===== src/rtl/cmfuv_pkg.sv =====
`timescale 1ns / 1ps
// cmfuv_pkg: shared widths, transaction types and pipeline stage type
// for the cube map face and uv select block; no dependencies

package cmfuv_pkg;

   localparam int COORD_BITS = 16;
   localparam int FRAC_BITS  = 16;

   localparam logic [2:0] FACE_POS_X = 3'd0;
   localparam logic [2:0] FACE_NEG_X = 3'd1;
   localparam logic [2:0] FACE_POS_Y = 3'd2;
   localparam logic [2:0] FACE_NEG_Y = 3'd3;
   localparam logic [2:0] FACE_POS_Z = 3'd4;
   localparam logic [2:0] FACE_NEG_Z = 3'd5;

   typedef struct packed {
      logic signed [COORD_BITS-1:0] dir_x;
      logic signed [COORD_BITS-1:0] dir_y;
      logic signed [COORD_BITS-1:0] dir_z;
   } req_type;

   typedef struct packed {
      logic [2:0]           face_index;
      logic [FRAC_BITS-1:0] tex_u;
      logic [FRAC_BITS-1:0] tex_v;
      logic                 zero_vector;
   } rsp_type;

   // state carried from cell to cell of the division chain
   typedef struct packed {
      logic [2:0]            face;
      logic                  zero;
      logic                  sat_u;
      logic                  sat_v;
      logic [COORD_BITS:0]   den;
      logic [COORD_BITS:0]   rem_u;
      logic [COORD_BITS:0]   rem_v;
      logic [FRAC_BITS-1:0]  quo_u;
      logic [FRAC_BITS-1:0]  quo_v;
   } stage_type;

endpackage


===== src/rtl/cmfuv_face_sel.sv =====
`timescale 1ns / 1ps
// cmfuv_face_sel: picks the face by largest magnitude and registers the
// numerators and divisor for the division chain; uses cmfuv_pkg

module cmfuv_face_sel (
   input  logic                  clock,
   input  logic                  reset,
   input  logic                  in_valid,
   output logic                  in_ready,
   input  cmfuv_pkg::req_type    in_data,
   output logic                  out_valid,
   input  logic                  out_ready,
   output cmfuv_pkg::stage_type  out_data
);

   localparam int C = cmfuv_pkg::COORD_BITS;

   logic                  valid_ff, valid_in;
   cmfuv_pkg::stage_type  data_ff, data_in;

   logic [C-1:0]          ax, ay, az, m;
   logic signed [C:0]     xe, ye, ze, uc, vc;
   logic signed [C+1:0]   num_u_s, num_v_s;
   logic [C:0]            num_u, num_v, den;
   logic [2:0]            face;
   logic                  zero;

   assign xe = {in_data.dir_x[C-1], in_data.dir_x};
   assign ye = {in_data.dir_y[C-1], in_data.dir_y};
   assign ze = {in_data.dir_z[C-1], in_data.dir_z};

   assign ax = in_data.dir_x[C-1] ? C'(-in_data.dir_x) : C'(in_data.dir_x);
   assign ay = in_data.dir_y[C-1] ? C'(-in_data.dir_y) : C'(in_data.dir_y);
   assign az = in_data.dir_z[C-1] ? C'(-in_data.dir_z) : C'(in_data.dir_z);

   assign zero = (in_data.dir_x == '0) && (in_data.dir_y == '0) && (in_data.dir_z == '0);

   always_comb begin
      if (ax >= ay && ax >= az) begin
         m  = ax;
         vc = ye;
         if (!in_data.dir_x[C-1] && in_data.dir_x != '0) begin
            uc   = -ze;
            face = cmfuv_pkg::FACE_POS_X;
         end else begin
            uc   = ze;
            face = cmfuv_pkg::FACE_NEG_X;
         end
      end else if (ay >= az) begin
         m  = ay;
         uc = xe;
         if (!in_data.dir_y[C-1] && in_data.dir_y != '0) begin
            vc   = -ze;
            face = cmfuv_pkg::FACE_POS_Y;
         end else begin
            vc   = ze;
            face = cmfuv_pkg::FACE_NEG_Y;
         end
      end else begin
         m  = az;
         vc = ye;
         if (!in_data.dir_z[C-1] && in_data.dir_z != '0) begin
            uc   = xe;
            face = cmfuv_pkg::FACE_POS_Z;
         end else begin
            uc   = -xe;
            face = cmfuv_pkg::FACE_NEG_Z;
         end
      end
   end

   // numerators lie in [0, 2m]
   assign num_u_s = $signed({2'b00, m}) + {uc[C], uc};
   assign num_v_s = $signed({2'b00, m}) - {vc[C], vc};
   assign num_u   = num_u_s[C:0];
   assign num_v   = num_v_s[C:0];
   assign den     = {m, 1'b0};

   assign in_ready = !valid_ff || out_ready;

   always_comb begin
      valid_in = valid_ff;
      data_in  = data_ff;
      if (in_ready) begin
         valid_in      = in_valid;
         data_in.face  = zero ? cmfuv_pkg::FACE_POS_X : face;
         data_in.zero  = zero;
         data_in.sat_u = num_u >= den;
         data_in.sat_v = num_v >= den;
         data_in.den   = den;
         data_in.rem_u = num_u;
         data_in.rem_v = num_v;
         data_in.quo_u = '0;
         data_in.quo_v = '0;
      end
   end

   always_ff @(posedge clock) begin
      if (reset) begin
         valid_ff <= 1'b0;
      end else begin
         valid_ff <= valid_in;
      end
      data_ff <= data_in;
   end

   assign out_valid = valid_ff;
   assign out_data  = data_ff;

endmodule


===== src/rtl/cmfuv_div_cell.sv =====
`timescale 1ns / 1ps
// cmfuv_div_cell: one restoring division step for u and v, one quotient
// bit per cell, registered with its own handshake; uses cmfuv_pkg

module cmfuv_div_cell (
   input  logic                  clock,
   input  logic                  reset,
   input  logic                  in_valid,
   output logic                  in_ready,
   input  cmfuv_pkg::stage_type  in_data,
   output logic                  out_valid,
   input  logic                  out_ready,
   output cmfuv_pkg::stage_type  out_data
);

   localparam int C = cmfuv_pkg::COORD_BITS;
   localparam int F = cmfuv_pkg::FRAC_BITS;

   logic                  valid_ff, valid_in;
   cmfuv_pkg::stage_type  data_ff, data_in;

   logic [C+1:0]          sh_u, sh_v, den_x;
   logic                  bit_u, bit_v;

   assign den_x = {1'b0, in_data.den};
   assign sh_u  = {in_data.rem_u, 1'b0};
   assign sh_v  = {in_data.rem_v, 1'b0};
   assign bit_u = sh_u >= den_x;
   assign bit_v = sh_v >= den_x;

   assign in_ready = !valid_ff || out_ready;

   always_comb begin
      valid_in = valid_ff;
      data_in  = data_ff;
      if (in_ready) begin
         valid_in      = in_valid;
         data_in       = in_data;
         data_in.rem_v = bit_v ? (C+1)'(sh_v - den_x) : sh_v[C:0];
         data_in.quo_u = {in_data.quo_u[F-2:0], bit_u};
         data_in.quo_v = {in_data.quo_v[F-2:0], bit_v};
         data_in.rem_u = bit_u ? (C+1)'(sh_u - den_x) : sh_u[C:0];
      end
   end

   always_ff @(posedge clock) begin
      if (reset) begin
         valid_ff <= 1'b0;
      end else begin
         valid_ff <= valid_in;
      end
      data_ff <= data_in;
   end

   assign out_valid = valid_ff;
   assign out_data  = data_ff;

endmodule


===== src/rtl/cube_map_face_uv_select.sv =====
`timescale 1ns / 1ps
// Cube map face select with face uv coordinates. A transaction enters every
// cycle while no stall on the result side holds off input, and its result
// passes through FRAC_BITS + 1 (17) register stages: one for face
// selection, then one per quotient bit in a chain of division cells
// that work on u and v side by side. Each stage holds its own transaction, so
// stalls on the result side fill bubbles before input is held off. An
// all-zero direction gives zero_vector set with face and coordinates zero.
// Depends on cmfuv_pkg, cmfuv_face_sel and cmfuv_div_cell.

module cube_map_face_uv_select (
   input  logic                clock,
   input  logic                reset,
   input  logic                req_valid,
   output logic                req_ready,
   input  cmfuv_pkg::req_type  req_data,
   output logic                rsp_valid,
   input  logic                rsp_ready,
   output cmfuv_pkg::rsp_type  rsp_data
);

   localparam int F = cmfuv_pkg::FRAC_BITS;

   logic                  valid_chain [F+1];
   logic                  ready_chain [F+1];
   cmfuv_pkg::stage_type  data_chain  [F+1];
   cmfuv_pkg::stage_type  last;

   cmfuv_face_sel u_face_sel (
      .clock     (clock),
      .reset     (reset),
      .in_valid  (req_valid),
      .in_ready  (req_ready),
      .in_data   (req_data),
      .out_valid (valid_chain[0]),
      .out_ready (ready_chain[0]),
      .out_data  (data_chain[0])
   );

   for (genvar i = 0; i < F; i++) begin : g_cell
      cmfuv_div_cell u_cell (
         .clock     (clock),
         .reset     (reset),
         .in_valid  (valid_chain[i]),
         .in_ready  (ready_chain[i]),
         .in_data   (data_chain[i]),
         .out_valid (valid_chain[i+1]),
         .out_ready (ready_chain[i+1]),
         .out_data  (data_chain[i+1])
      );
   end

   assign last           = data_chain[F];
   assign rsp_valid      = valid_chain[F];
   assign ready_chain[F] = rsp_ready;

   always_comb begin
      rsp_data.face_index  = last.face;
      rsp_data.zero_vector = last.zero;
      if (last.zero) begin
         rsp_data.tex_u = '0;
         rsp_data.tex_v = '0;
      end else begin
         rsp_data.tex_u = last.sat_u ? '1 : last.quo_u;
         rsp_data.tex_v = last.sat_v ? '1 : last.quo_v;
      end
   end

   a_zero_forces_zeros : assert property (@(posedge clock) disable iff (reset)
      (rsp_valid && rsp_data.zero_vector) |->
         (rsp_data.tex_u == '0 && rsp_data.tex_v == '0 &&
          rsp_data.face_index == cmfuv_pkg::FACE_POS_X))
      else $error("zero vector result carries nonzero fields");

   a_face_in_range : assert property (@(posedge clock) disable iff (reset)
      rsp_valid |-> (rsp_data.face_index <= cmfuv_pkg::FACE_NEG_Z))
      else $error("face index out of range");

   a_empty_after_reset : assert property (@(posedge clock)
      (!reset && $past(reset)) |-> !rsp_valid)
      else $error("result valid right after reset");

   a_ready_when_drained : assert property (@(posedge clock) disable iff (reset)
      (!valid_chain[0]) |-> req_ready)
      else $error("input held off with an empty first stage");

endmodule

===== config.mk =====
export PLATFORM = sky130hd
export DESIGN_NAME = cube_map_face_uv_select
export DESIGN_NICKNAME = d
export VERILOG_FILES = /design/src/rtl/cmfuv_pkg.sv /design/src/rtl/cmfuv_face_sel.sv /design/src/rtl/cmfuv_div_cell.sv /design/src/rtl/cube_map_face_uv_select.sv
export SDC_FILE = /design/constraint.sdc
export NUM_CORES = 2
export LEC_CHECK = 0
export ABC_AREA = 1
export BUFFER_PORTS_ARGS = -buffer_cell sky130_fd_sc_hd__buf_4
export CORE_UTILIZATION = 55
export DETAILED_ROUTE_END_ITERATION = 10
export GPL_TIMING_DRIVEN = 1
export PLACE_DENSITY = 0.83
export SETUP_SLACK_MARGIN = 0.15
export SLEW_MARGIN = 20
export SYNTH_ARGS = -nofsm -noshare
export SYNTH_HDL_FRONTEND = slang
export SYNTH_HIERARCHICAL = 1
export SYNTH_SLANG_ARGS = --single-unit
export TNS_END_PERCENT = 50

===== constraint.sdc =====
create_clock -name clock -period 60.9 [get_ports clock]
set_input_delay 12.18 -clock clock [delete_from_list [all_inputs] [get_ports clock]]
set_output_delay 12.18 -clock clock [all_outputs]
set_load 0.02 [all_outputs]

==> metrics <==
CTS tree done; Die Ht 393 µm; TNS Setup 0 ns; synthesized cell area 84200 µm²; antenna cells 0; fraction of layout cells with a size suffix above 1 8.33%; vias in the first global route 64500; IO buf count 89; Clock Path Buffers 3; post-CTS setup buffer count 0; Design Area, Final 91100 µm²; clk slew on worst S/H paths 0.06 ns; Avg Inst Size Synth 7.88 µm²; slowest CP cell nand2_4; Setup crit end kind output port; Total GRT Usage 29.9%; Largest stage delay, worst path 0.69 ns; Hold Buf Count CTS 0; status complete, no violations; H-tree Lvls 4; Layout Cells excl Fill 13000; Clock Latency Late Sink 0.78 ns; worst slew pin tran 1.05 ns; Worst EP required 48.72 ns; area grow syn2layout 8.14%; initial antenna violation count 4; crit-path max FO 77; RSZ-0062 raised after global routing false; max-slew violations 0; Final Setup Violations 0; CTS sink cnt 1206; die width 393 µm; router iterations before antenna repair 9; number of remaining DRC errors 0; Core ar. 152000 µm²; post-CTS sizing 0; vias post-DR 69400; Max Cap Viol 0; clock skew 0.0307 ns; Root Buffer clkbuf_16; Hold Vio Cnt, Final 0; YS warnings 6; fmax 31.1 MHz; first-pass GRT wire length 356000 µm; Detail Route Antenna Nets 0; Syn Inst Count 10700; Startpoint Class input port; fin crit share 52.7%; vias per cell 5.36; site row count 143; I/O pin count 90; placed cells 12700; signal arrival time at the worst endpoint 19.94 ns; largest net degree at the start of global routing 85; Storage cell area 36000 µm²; slew margin rel. 30.1%; Post-Place Cell Area 86700 µm²; syn_nets 11400; Setup CP Type in -> out; overall routed net length 234000 µm; fin nets 11600; Routed WL per cell 18.0 µm; total grt overflow 0; Fin Hold WS 0.406 ns; area occupied by multi-input gates 40100 µm²; Initial Util 55.4%; Worst path most repeated cell inv_1; fill count 13100; min-delay worst type reg -> reg; RePlAce Congestion 0.998; minimum clock period 32.12 ns; die area 155000 µm²; drt first-iter violations 6962; hpwl dp 187000 µm; TritonCTS Buffers 131
-- critical path, delay by kind of cell --
family | cells | cell delay, ns
buf+inv | 22 | 3.96
simple gates | 17 | 3.66
-- cell type report --
type / count / area share [%]
clock buffer: 150 / 3.70
clock inverter: 88 / 1.04
inverter: 1902 / 7.92
multi-input combinational: 7478 / 44.1
sequential: 1206 / 39.6
tap: 2030 / 2.79
timing repair buffer: 106 / 0.878
-- registers in the layout, summed over array words and instances, names as in the netlist --
name                     cells
g_cell.u_cell/out_data    1133
g_cell.u_cell/out_valid     16
u_face_sel/out_data         56
u_face_sel/out_valid         1
-- cells in the final DEF, fill, tap and decap left out, drive strengths merged, types with 17 or more instances in the layout --
cell and n:
nand2 4298, buf 106, or2 99, xor2 177, nand4 67, edfxtp 1189
xnor2 70, nand3b 152, o21ai 112, dfxtp 17, and2 45, a21oi 348
fa 34, nor2 694, nand3 565, inv 1921, clkbuf 150, ha 656
clkinv 48, nor3 95
-- worst paths after layout --
path	from	end	slack, ns	cells after the start
setup reg to reg	g_cell[15].u_cell/out_valid	u_face_sel/out_data[86]	52.10	37
hold reg to reg	g_cell[14].u_cell/out_data[83]	g_cell[15].u_cell/out_data[83]	0.41	0
setup / recovery	rsp_ready	req_ready	28.78	39
hold / removal	g_cell[14].u_cell/out_data[83]	g_cell[15].u_cell/out_data[83]	0.41	0
-- metrics by stage --
step	utilization (%)	setup slack (ns)
2_1_floorplan	-	7.78
3_3_place_gp	57.1	28.64
3_5_place_dp	57.1	28.63
4_1_cts	59.9	28.61
5_1_grt	59.9	28.05
6_report	59.9	28.78
-- metal layers --
metal  up-vias  track usage, %  wire length, µm
met3       530            4.25            17700
met2      2927            49.0           108000
li1      34100               -                -
met1     31900            39.6            97900
met5         -               0               49
met4         8            12.8            10300
Power is not shown: default switching activity piles up to over one toggle a cycle in this logic, so the estimate is an artifact.
